[config.mk]
export PLATFORM = sky130hd
export DESIGN_NAME = multi_region_bump_allocator_core
export DESIGN_NICKNAME = d
export VERILOG_FILES = /design/src/design/mrba_pkg.sv /design/src/design/mrba_cell.sv /design/src/design/multi_region_bump_allocator_core.sv
export VERILOG_INCLUDE_DIRS = /design/src /design/src/design
export SDC_FILE = /design/constraint.sdc
export NUM_CORES = 2
export LEC_CHECK = 0
export BUFFER_PORTS_ARGS = -buffer_cell sky130_fd_sc_hd__buf_2
export CORE_MARGIN = 2
export CORE_UTILIZATION = 50
export DETAILED_ROUTE_END_ITERATION = 6
export GPL_TIMING_DRIVEN = 0
export PLACE_DENSITY = 0.67
export SLEW_MARGIN = 5
export SYNTH_ARGS = -nofsm -noshare
export SYNTH_HDL_FRONTEND = slang
export SYNTH_SLANG_ARGS = --single-unit
[constraint.sdc]
create_clock -name clock -period 10.9 [get_ports clock]
set_input_delay 1.635 -clock clock [delete_from_list [all_inputs] [get_ports clock]]
set_output_delay 1.635 -clock clock [all_outputs]
set_load 0.005 [all_outputs]
[src/design/multi_region_bump_allocator_core_assert.svh]
// Assertion macros shared by the bump allocator RTL
`ifndef MULTI_REGION_BUMP_ALLOCATOR_CORE_ASSERT_SVH
`define MULTI_REGION_BUMP_ALLOCATOR_CORE_ASSERT_SVH

// Condition must hold in the same cycle as the antecedent
`define MRBA_ASSERT_IMPL(lbl, clk, rst, ante, cons, msg) \
   lbl: assert property (@(posedge clk) disable iff (rst) (ante) |-> (cons)) \
      else $error(msg);

// Condition must hold in the cycle after the antecedent
`define MRBA_ASSERT_NEXT(lbl, clk, rst, ante, cons, msg) \
   lbl: assert property (@(posedge clk) disable iff (rst) (ante) |=> (cons)) \
      else $error(msg);

// Expression must never be true
`define MRBA_ASSERT_NEVER(lbl, clk, rst, expr, msg) \
   lbl: assert property (@(posedge clk) disable iff (rst) !(expr)) \
      else $error(msg);

`endif

[src/design/mrba_pkg.sv]
// Shared constants, codes and types of the bump allocator
`timescale 1ns / 1ps

package mrba_pkg;

   localparam int REGIONS      = 4;
   localparam int HEADER_BYTES = 32;
   localparam int ADDR_BITS    = 48;
   localparam int SIZE_BITS    = 32;
   localparam int CNT_BITS     = $clog2(REGIONS + 1);

   localparam logic [1:0] STATUS_OK      = 2'd0;
   localparam logic [1:0] STATUS_BAD_ARG = 2'd1;
   localparam logic [1:0] STATUS_NO_ROOM = 2'd2;
   localparam logic [1:0] STATUS_FULL    = 2'd3;

   localparam logic MODE_ADD   = 1'b0;
   localparam logic MODE_ALLOC = 1'b1;

   typedef struct packed {
      logic                 mode;
      logic [ADDR_BITS-1:0] region_base;
      logic [ADDR_BITS-1:0] region_len;
      logic [SIZE_BITS-1:0] alloc_size;
   } req_type;

   typedef struct packed {
      logic [1:0]           status;
      logic [ADDR_BITS-1:0] address;
   } rsp_type;

   // One region as a cell holds it: next free byte and bytes left
   typedef struct packed {
      logic [ADDR_BITS-1:0] cursor;
      logic [ADDR_BITS-1:0] room;
   } entry_type;

   // Search token handed from cell to cell
   typedef struct packed {
      logic                 tok;
      logic [SIZE_BITS-1:0] size;
   } token_type;

   typedef struct packed {
      logic                 hit;
      logic                 miss;
      logic [ADDR_BITS-1:0] address;
   } cell_res_type;

endpackage

[src/design/mrba_cell.sv]
// One region cell of the allocator chain
`timescale 1ns / 1ps
`include "multi_region_bump_allocator_core_assert.svh"

module mrba_cell (
   input  logic                  clock,
   input  logic                  reset,
   input  logic                  valid,
   input  logic                  shift_en,
   input  mrba_pkg::entry_type    shift_in,
   output mrba_pkg::entry_type    shift_out,
   input  mrba_pkg::token_type    tok_in,
   output mrba_pkg::token_type    tok_out,
   output mrba_pkg::cell_res_type res
);
   import mrba_pkg::*;

   logic [ADDR_BITS-1:0] cursor_ff, cursor_in;
   logic [ADDR_BITS-1:0] room_ff, room_in;
   logic                 tok_ff;
   logic [SIZE_BITS-1:0] size_ff;
   logic [ADDR_BITS-1:0] size_ext;
   logic                 fit;
   logic                 hit;
   // modulo the address space: a region ending at the top byte sums to zero
   logic [ADDR_BITS-1:0] span;

   assign size_ext = {{(ADDR_BITS - SIZE_BITS){1'b0}}, size_ff};
   assign fit      = size_ext <= room_ff;
   assign hit      = tok_ff & valid & fit;
   assign span     = cursor_ff + room_ff;

   assign res.hit     = hit;
   assign res.miss    = tok_ff & ~valid;
   assign res.address = hit ? cursor_ff : '0;

   // pass the search on when this region cannot serve it
   assign tok_out.tok  = tok_ff & valid & ~fit;
   assign tok_out.size = size_ff;

   assign shift_out.cursor = cursor_ff;
   assign shift_out.room   = room_ff;

   always_comb begin
      cursor_in = cursor_ff;
      room_in   = room_ff;
      if (shift_en) begin
         cursor_in = shift_in.cursor;
         room_in   = shift_in.room;
      end else if (hit) begin
         cursor_in = cursor_ff + size_ext;
         room_in   = room_ff - size_ext;
      end
   end

   always_ff @(posedge clock) begin
      cursor_ff <= cursor_in;
      room_ff   <= room_in;
      size_ff   <= tok_in.size;
   end

   always_ff @(posedge clock) begin
      if (reset) begin
         tok_ff <= 1'b0;
      end else begin
         tok_ff <= tok_in.tok;
      end
   end

   `MRBA_ASSERT_NEVER(a_no_shift_in_search, clock, reset, shift_en && tok_ff, "shift during search")
   `MRBA_ASSERT_NEXT(a_span_kept, clock, reset, hit, span == $past(span), "region end moved")
   `MRBA_ASSERT_IMPL(a_cursor_nonzero, clock, reset, hit, cursor_ff != '0, "zero address handed out")

endmodule

[src/design/multi_region_bump_allocator_core.sv]
// Top level of the multi-region bump allocator
//
//   channel  direction  ports                          payload
//   request  in         req_valid, req_stall, req_data  mode, region_base, region_len, alloc_size
//   response out        rsp_valid, rsp_stall, rsp_data  status, address
//
// An add, or an allocate of zero bytes, passes through EXEC and DONE before the next request.
// An allocate stays in SRCH until a cell hits or the token misses, then passes DONE: the search
// token steps one cell per cycle through the chain, newest region first.
// Reset is synchronous and empties the region table; region contents are not cleared.
// A stalled response sits in its output register while the next request is taken.
`timescale 1ns / 1ps
`include "multi_region_bump_allocator_core_assert.svh"

module multi_region_bump_allocator_core (
   input  logic              clock,
   input  logic              reset,
   input  logic              req_valid,
   output logic              req_stall,
   input  mrba_pkg::req_type req_data,
   output logic              rsp_valid,
   input  logic              rsp_stall,
   output mrba_pkg::rsp_type rsp_data
);
   import mrba_pkg::*;

   localparam logic [1:0] S_IDLE = 2'd0;
   localparam logic [1:0] S_EXEC = 2'd1;
   localparam logic [1:0] S_SRCH = 2'd2;
   localparam logic [1:0] S_DONE = 2'd3;

   localparam logic [ADDR_BITS-1:0] HDR = ADDR_BITS'(HEADER_BYTES);

   logic [1:0]          state_ff, state_in;
   logic [CNT_BITS-1:0] count_ff, count_in;
   req_type             req_ff;
   rsp_type             res_ff, res_in;
   logic                rsp_valid_ff, rsp_valid_in;
   rsp_type             rsp_data_ff;

   logic                accept;
   logic                out_free;
   logic                add_ok;
   logic                shift_en;
   logic                base_nz;
   logic                len_ok;
   logic [ADDR_BITS:0]  last_byte;
   logic                over;
   logic                table_full;

   entry_type           new_entry;
   token_type           launch;
   entry_type           cell_entry [REGIONS];
   token_type           cell_tok   [REGIONS];
   cell_res_type        cell_res   [REGIONS];
   logic [REGIONS-1:0]  area_valid;
   logic [REGIONS-1:0]  hit_vec;
   logic [REGIONS-1:0]  miss_vec;
   logic                any_hit;
   logic                any_miss;
   logic [ADDR_BITS-1:0] hit_addr;

   // take a request only when the previous result has moved to the output register
   assign req_stall = (state_ff != S_IDLE);
   assign accept    = req_valid & ~req_stall;
   assign out_free  = ~rsp_valid_ff | ~rsp_stall;

   // add checks: nonzero base, room for the header, last byte inside the address space, a free slot
   assign base_nz    = |req_ff.region_base;
   assign len_ok     = req_ff.region_len > HDR;
   assign last_byte  = {1'b0, req_ff.region_base} + {1'b0, req_ff.region_len}
                       - (ADDR_BITS + 1)'(1);
   assign over       = last_byte[ADDR_BITS];
   assign table_full = (count_ff >= CNT_BITS'(REGIONS));
   assign add_ok     = (state_ff == S_EXEC) && (req_ff.mode == MODE_ADD) &&
                       base_nz && len_ok && !over && !table_full;
   assign shift_en   = add_ok;

   assign new_entry.cursor = req_ff.region_base + HDR;
   assign new_entry.room   = req_ff.region_len - HDR;

   // launch the search token into the newest cell at the request transfer
   assign launch.tok  = accept && (req_data.mode == MODE_ALLOC) && (|req_data.alloc_size);
   assign launch.size = req_data.alloc_size;

   // cell k holds the k-th newest region; an add shifts every region one cell on
   for (genvar k = 0; k < REGIONS; k++) begin : g_cell
      entry_type sin;
      token_type tin;

      assign area_valid[k] = count_ff > CNT_BITS'(k);

      if (k == 0) begin : g_head
         assign sin = new_entry;
         assign tin = launch;
      end else begin : g_body
         assign sin = cell_entry[k-1];
         assign tin = cell_tok[k-1];
      end

      mrba_cell u_cell (
         .clock     (clock),
         .reset     (reset),
         .valid     (area_valid[k]),
         .shift_en  (shift_en),
         .shift_in  (sin),
         .shift_out (cell_entry[k]),
         .tok_in    (tin),
         .tok_out   (cell_tok[k]),
         .res       (cell_res[k])
      );

      assign hit_vec[k]  = cell_res[k].hit;
      assign miss_vec[k] = cell_res[k].miss;
   end

   // at most one cell holds the token, so an OR picks its address
   always_comb begin
      hit_addr = '0;
      for (int k = 0; k < REGIONS; k++) begin
         hit_addr = hit_addr | cell_res[k].address;
      end
   end

   assign any_hit  = |hit_vec;
   // the token falling off the oldest cell is a miss as well
   assign any_miss = (|miss_vec) | cell_tok[REGIONS-1].tok;

   always_comb begin
      state_in     = state_ff;
      count_in     = count_ff;
      res_in       = res_ff;
      rsp_valid_in = rsp_valid_ff & rsp_stall;
      unique case (state_ff)
         S_IDLE: begin
            if (accept) begin
               state_in = launch.tok ? S_SRCH : S_EXEC;
            end
         end
         S_EXEC: begin
            res_in.address = '0;
            if (req_ff.mode == MODE_ALLOC) begin
               res_in.status = STATUS_BAD_ARG;
            end else if (!base_nz || !len_ok || over) begin
               res_in.status = STATUS_BAD_ARG;
            end else if (table_full) begin
               res_in.status = STATUS_FULL;
            end else begin
               res_in.status = STATUS_OK;
               count_in      = count_ff + CNT_BITS'(1);
            end
            state_in = S_DONE;
         end
         S_SRCH: begin
            if (any_hit) begin
               res_in.status  = STATUS_OK;
               res_in.address = hit_addr;
               state_in       = S_DONE;
            end else if (any_miss) begin
               res_in.status  = STATUS_NO_ROOM;
               res_in.address = '0;
               state_in       = S_DONE;
            end
         end
         S_DONE: begin
            // hold the result until the output register is free
            if (out_free) begin
               rsp_valid_in = 1'b1;
               state_in     = S_IDLE;
            end
         end
         default: begin
            state_in = S_IDLE;
         end
      endcase
   end

   always_ff @(posedge clock) begin
      if (reset) begin
         state_ff     <= S_IDLE;
         count_ff     <= '0;
         rsp_valid_ff <= 1'b0;
      end else begin
         state_ff     <= state_in;
         count_ff     <= count_in;
         rsp_valid_ff <= rsp_valid_in;
      end
   end

   always_ff @(posedge clock) begin
      if (accept) begin
         req_ff <= req_data;
      end
      res_ff <= res_in;
      if ((state_ff == S_DONE) && out_free) begin
         rsp_data_ff <= res_ff;
      end
   end

   assign rsp_valid = rsp_valid_ff;
   assign rsp_data  = rsp_data_ff;

   `MRBA_ASSERT_NEVER(a_count_bound, clock, reset, count_ff > CNT_BITS'(REGIONS), "region count overflow")
   `MRBA_ASSERT_NEVER(a_single_hit, clock, reset, !$onehot0(hit_vec), "more than one cell hit")
   `MRBA_ASSERT_IMPL(a_search_only, clock, reset, state_ff != S_SRCH, !any_hit && !(|miss_vec), "cell active outside search")
   `MRBA_ASSERT_NEXT(a_add_counts, clock, reset, add_ok, count_ff == $past(count_ff) + CNT_BITS'(1), "add not counted")

endmodule

==> impl_metrics.prom <==
# TYPE chip_impl_metric gauge
chip_impl_info{name="run_status",value="finished, violations left"} 1
chip_impl_info{name="failing_checks",value="DRC, capacitance limit, slew limit"} 1
chip_impl_metric{name="placeableCoreArea",unit="mm^2"} 0.0901
chip_impl_metric{name="fin_hold_ws",unit="ns"} 0.387
chip_impl_metric{name="route.detailed.wl_per_inst",unit="um"} 23.3
chip_impl_metric{name="ys_ff_latch",unit=""} 719
chip_impl_metric{name="numClockSinks",unit=""} 719
chip_impl_metric{name="grt_pass1_vias",unit=""} 36100
chip_impl_metric{name="die_area",unit="mm^2"} 0.0936
chip_impl_info{name="cts-root-buf",value="sky130_fd_sc_hd__clkbuf_16"} 1
chip_impl_metric{name="leakage",unit="uW"} 0.0202
chip_impl_metric{name="synthesis.instances",unit=""} 4824
chip_impl_metric{name="cp_data_arrival_time",unit="ns"} 6.81
chip_impl_metric{name="clockBufferDepth",unit=""} 3
chip_impl_info{name="final_common_cell",value="sky130_fd_sc_hd__edfxtp_1"} 1
chip_impl_metric{name="totalWireLength",unit="um"} 148000
chip_impl_metric{name="finalCritPeriodShare",unit="%"} 58.1
chip_impl_metric{name="placementRows",unit=""} 110
chip_impl_metric{name="final.setup.tns",unit="ns"} 0
chip_impl_metric{name="grt_pass1_wl",unit="um"} 219000
chip_impl_metric{name="i_o_pin_count",unit=""} 185
chip_impl_metric{name="overflow",unit=""} 0
chip_impl_metric{name="synth_area_per_cell",unit="um^2"} 9.45
chip_impl_metric{name="synth_area",unit="mm^2"} 0.0456
chip_impl_metric{name="fmax",unit="MHz"} 158
chip_impl_metric{name="via_per_inst",unit=""} 5.99
chip_impl_info{name="critical_path.endpoint_type",value="flip-flop"} 1
chip_impl_metric{name="clock_pin_slew_on_the_worst_setup_and_hold_paths",unit="ns"} 0.06
chip_impl_metric{name="antenna_found_initial",unit=""} 3
chip_impl_metric{name="gp_congestion",unit=""} 1.02
chip_impl_metric{name="crit_required",unit="ns"} 11.38
chip_impl_info{name="critPathKind",value="flip-flop to flip-flop"} 1
chip_impl_metric{name="power_density",unit="mW/mm^2"} 211
chip_impl_metric{name="design_power_total",unit="uW"} 10800
chip_impl_metric{name="detail-route-antenna-nets",unit=""} 0
chip_impl_metric{name="timing.final.crit_period",unit="ns"} 6.34
chip_impl_metric{name="htree_num_levels",unit=""} 3
chip_impl_metric{name="final-hold-violation-count",unit=""} 0
chip_impl_metric{name="sequential_area_share_after_synthesis",unit="%"} 44.3
chip_impl_metric{name="chipWidth",unit="um"} 306
chip_impl_metric{name="cts_hold_buf",unit=""} 0
chip_impl_metric{name="max_slew.worst_pin.slew",unit="ns"} 1.52
chip_impl_info{name="cts_tree",value="built"} 1
chip_impl_metric{name="cts_setup_buffers",unit=""} 0
chip_impl_metric{name="die-height",unit="um"} 306
chip_impl_metric{name="post_synth_num_cell_types",unit=""} 81
chip_impl_info{name="min-delay-path-class",value="flip-flop to flip-flop"} 1
chip_impl_metric{name="route.detailed.drc",unit=""} 1
chip_impl_metric{name="layout-drive-gt1-share",unit="%"} 8.30
chip_impl_metric{name="grt_usage",unit="%"} 31.1
chip_impl_metric{name="detail_route.iter0.violations",unit=""} 4195
chip_impl_metric{name="slew_violations",unit=""} 2
chip_impl_metric{name="vdd.ir_drop.worst",unit="mV"} 0.150
chip_impl_metric{name="skew_pair_late_insertion_delay",unit="ns"} 0.66
chip_impl_metric{name="num-fill-cells",unit=""} 8055
chip_impl_metric{name="relSlewSlack",unit="%"} -2.33
chip_impl_metric{name="multi_input_area",unit="mm^2"} 0.0233
chip_impl_metric{name="number_of_nets_in_the_synthesized_netlist",unit=""} 5324
chip_impl_info{name="synth_top_flop_cell",value="sky130_fd_sc_hd__edfxtp_1"} 1
chip_impl_metric{name="detail_route.first_pass.iterations",unit=""} 7
chip_impl_metric{name="finish.net_count",unit=""} 5602
chip_impl_metric{name="postLayoutCoreUtil",unit="%"} 56.6
chip_impl_metric{name="dp_hpwl",unit="um"} 117000
chip_impl_metric{name="flow.area_growth_from_synthesis",unit="%"} 11.9
chip_impl_metric{name="initial_utilization",unit="%"} 50.6
chip_impl_metric{name="skew",unit="ns"} 0.0212
chip_impl_metric{name="crit_path_max_fanout",unit=""} 10
chip_impl_metric{name="cts_buffers",unit=""} 83
chip_impl_metric{name="synth_enable_flop_cells",unit=""} 581
chip_impl_metric{name="regArea",unit="mm^2"} 0.0202
chip_impl_metric{name="yosys_warnings",unit=""} 0
chip_impl_metric{name="reg2reg_slack",unit="ns"} 4.56
chip_impl_metric{name="async_reset_ff_share",unit="%"} 0
chip_impl_info{name="rsz_0062_raised_after_global_routing",value="false"} 1
chip_impl_info{name="most_frequent_cells_in_the_layout",value="sky130_fd_sc_hd__edfxtp_1, sky130_fd_sc_hd__a21oi_1, sky130_fd_sc_hd__nand2_1"} 1
chip_impl_metric{name="dr_total_vias",unit=""} 38000
chip_impl_metric{name="maxCapViolations",unit=""} 1
chip_impl_metric{name="resized_cells_post_cts",unit=""} 0
chip_impl_metric{name="grt_max_degree",unit=""} 74
chip_impl_info{name="start_kind",value="flip-flop"} 1
chip_impl_metric{name="buffer_ports.inserted",unit=""} 183
chip_impl_metric{name="setup-violations-final",unit=""} 0
[path summary, 6_finish.rpt]
kind	from	end	cells past startpoint
worst min register to register	g_cell[0].u_cell.size_ff[18]	g_cell[1].u_cell.size_ff[18]	0
worst max-delay path	req_ff[92]	g_cell[3].u_cell.room_ff[13]	15
worst max register to register	req_ff[92]	g_cell[3].u_cell.room_ff[13]	15
worst min-delay path	g_cell[0].u_cell.size_ff[18]	g_cell[1].u_cell.size_ff[18]	0
[worst max-delay path: stages (launching register included)]
cell and delay, ns:
sky130_fd_sc_hd__edfxtp_1 0.45, sky130_fd_sc_hd__inv_1 0.10, sky130_fd_sc_hd__ha_1 0.28, sky130_fd_sc_hd__inv_1 0.04, sky130_fd_sc_hd__ha_1 0.28, sky130_fd_sc_hd__a2111oi_0 0.52
sky130_fd_sc_hd__inv_1 0.10, sky130_fd_sc_hd__a311oi_1 0.33, sky130_fd_sc_hd__o21ai_0 0.46, sky130_fd_sc_hd__a31oi_1 0.70, sky130_fd_sc_hd__mux2_4 0.37, sky130_fd_sc_hd__buf_6 0.18
sky130_fd_sc_hd__clkbuf_1 0.80, sky130_fd_sc_hd__clkbuf_1 1.03, sky130_fd_sc_hd__nand2_1 0.35, sky130_fd_sc_hd__o31ai_1 0.14
[per-layer routing]
| metal | track usage [%] | vias to the layer above | part of all wire, % |
|---|---|---|---|
| met5 | 0 | - | 0.0067 |
| met4 | 14.2 | 2 | 4.7 |
| met3 | 4.14 | 253 | 9.5 |
| met2 | 48.3 | 1848 | 44 |
| met1 | 43.4 | 17800 | 42 |
| li1 | - | 18100 | - |
[final cells by class]
cell class                      count  area share (%)
Antenna cell                        1         0.00490
Buffer                            154            1.28
Clock buffer                      112            4.67
Clock inverter                     42           0.789
Inverter                          406            2.99
Multi-Input combinational cell   3545            45.6
Sequential cell                   719            39.6
Tap cell                         1176            2.88
Timing Repair Buffer              193            2.23
[sequential cells by signal, summed over array words and instances (netlist names)]
name and flops:
res_ff 50, rsp_valid 1, count_ff 3, g_cell.u_cell.size_ff 128
state_ff 2, g_cell.u_cell.tok_ff 4, req_ff 97, g_cell.u_cell.cursor_ff 192
g_cell.u_cell.room_ff 192, rsp_data 50
[cell usage after synthesis, types with 22 or more instances]
cell type                  number  area, um^2
sky130_fd_sc_hd__nor3_1        86         430
sky130_fd_sc_hd__nand2_1      451        1690
sky130_fd_sc_hd__nor2_1       409        1540
sky130_fd_sc_hd__inv_1        406        1520
sky130_fd_sc_hd__nand3_1       96         480
sky130_fd_sc_hd__o21ai_0      311        1560
sky130_fd_sc_hd__a21o_1       150        1130
sky130_fd_sc_hd__nand4_1       80         500
sky130_fd_sc_hd__nor4_1        56         350
sky130_fd_sc_hd__clkbuf_1     103         387
sky130_fd_sc_hd__o21a_1        43         323
sky130_fd_sc_hd__a31oi_1       51         319
sky130_fd_sc_hd__nor2b_1       37         231
sky130_fd_sc_hd__o21bai_1      37         278
sky130_fd_sc_hd__o31ai_1       29         218
sky130_fd_sc_hd__xor2_1       143        1250
sky130_fd_sc_hd__xnor2_1      260        2280
sky130_fd_sc_hd__ha_1         359        4490
sky130_fd_sc_hd__dfxtp_1      138        2760
sky130_fd_sc_hd__a211oi_1      37         278
sky130_fd_sc_hd__a222oi_1      49         490
sky130_fd_sc_hd__edfxtp_1     581       17400
sky130_fd_sc_hd__and3_1        41         257
sky130_fd_sc_hd__or3_1         36         225
sky130_fd_sc_hd__buf_2         49         245
sky130_fd_sc_hd__nand2b_1      44         275
sky130_fd_sc_hd__a21oi_1      492        2460
sky130_fd_sc_hd__o211ai_1      22         165
[logic make-up after synthesis]
kind of cell               count (synthesis)  synth area share [%]
AOI/OAI and AO/OA                       1331                  17.9
xor gates and xnor gates                 403                  7.74
adders and majority gates                367                  10.2
buffers and inverters                    560                  4.78
DFF                                      719                  44.3
muxes                                     19                 0.447
and+or+nand+nor                         1425                  14.6
[per-stage QoR]
step	instance area (um^2)	cells	setup WS, ns
global placement	48000	6183	2.24
floorplan	45600	4824	5.09
global route	51000	6347	4.50
detailed placement	48300	6193	4.79
finish	51000	6348	4.56
CTS	51000	6347	4.77
[where the power goes]
part	total [uW]	internal [uW]	leakage [uW]	switching (uW)
combinational	3680	1360	0.0123	2330
clock	2880	1680	0.00137	1190
sequential	4230	3800	0.00651	431
total	10800	6840	0.0202	3950
No activity file was read; power rests on OpenSTA's default activity.
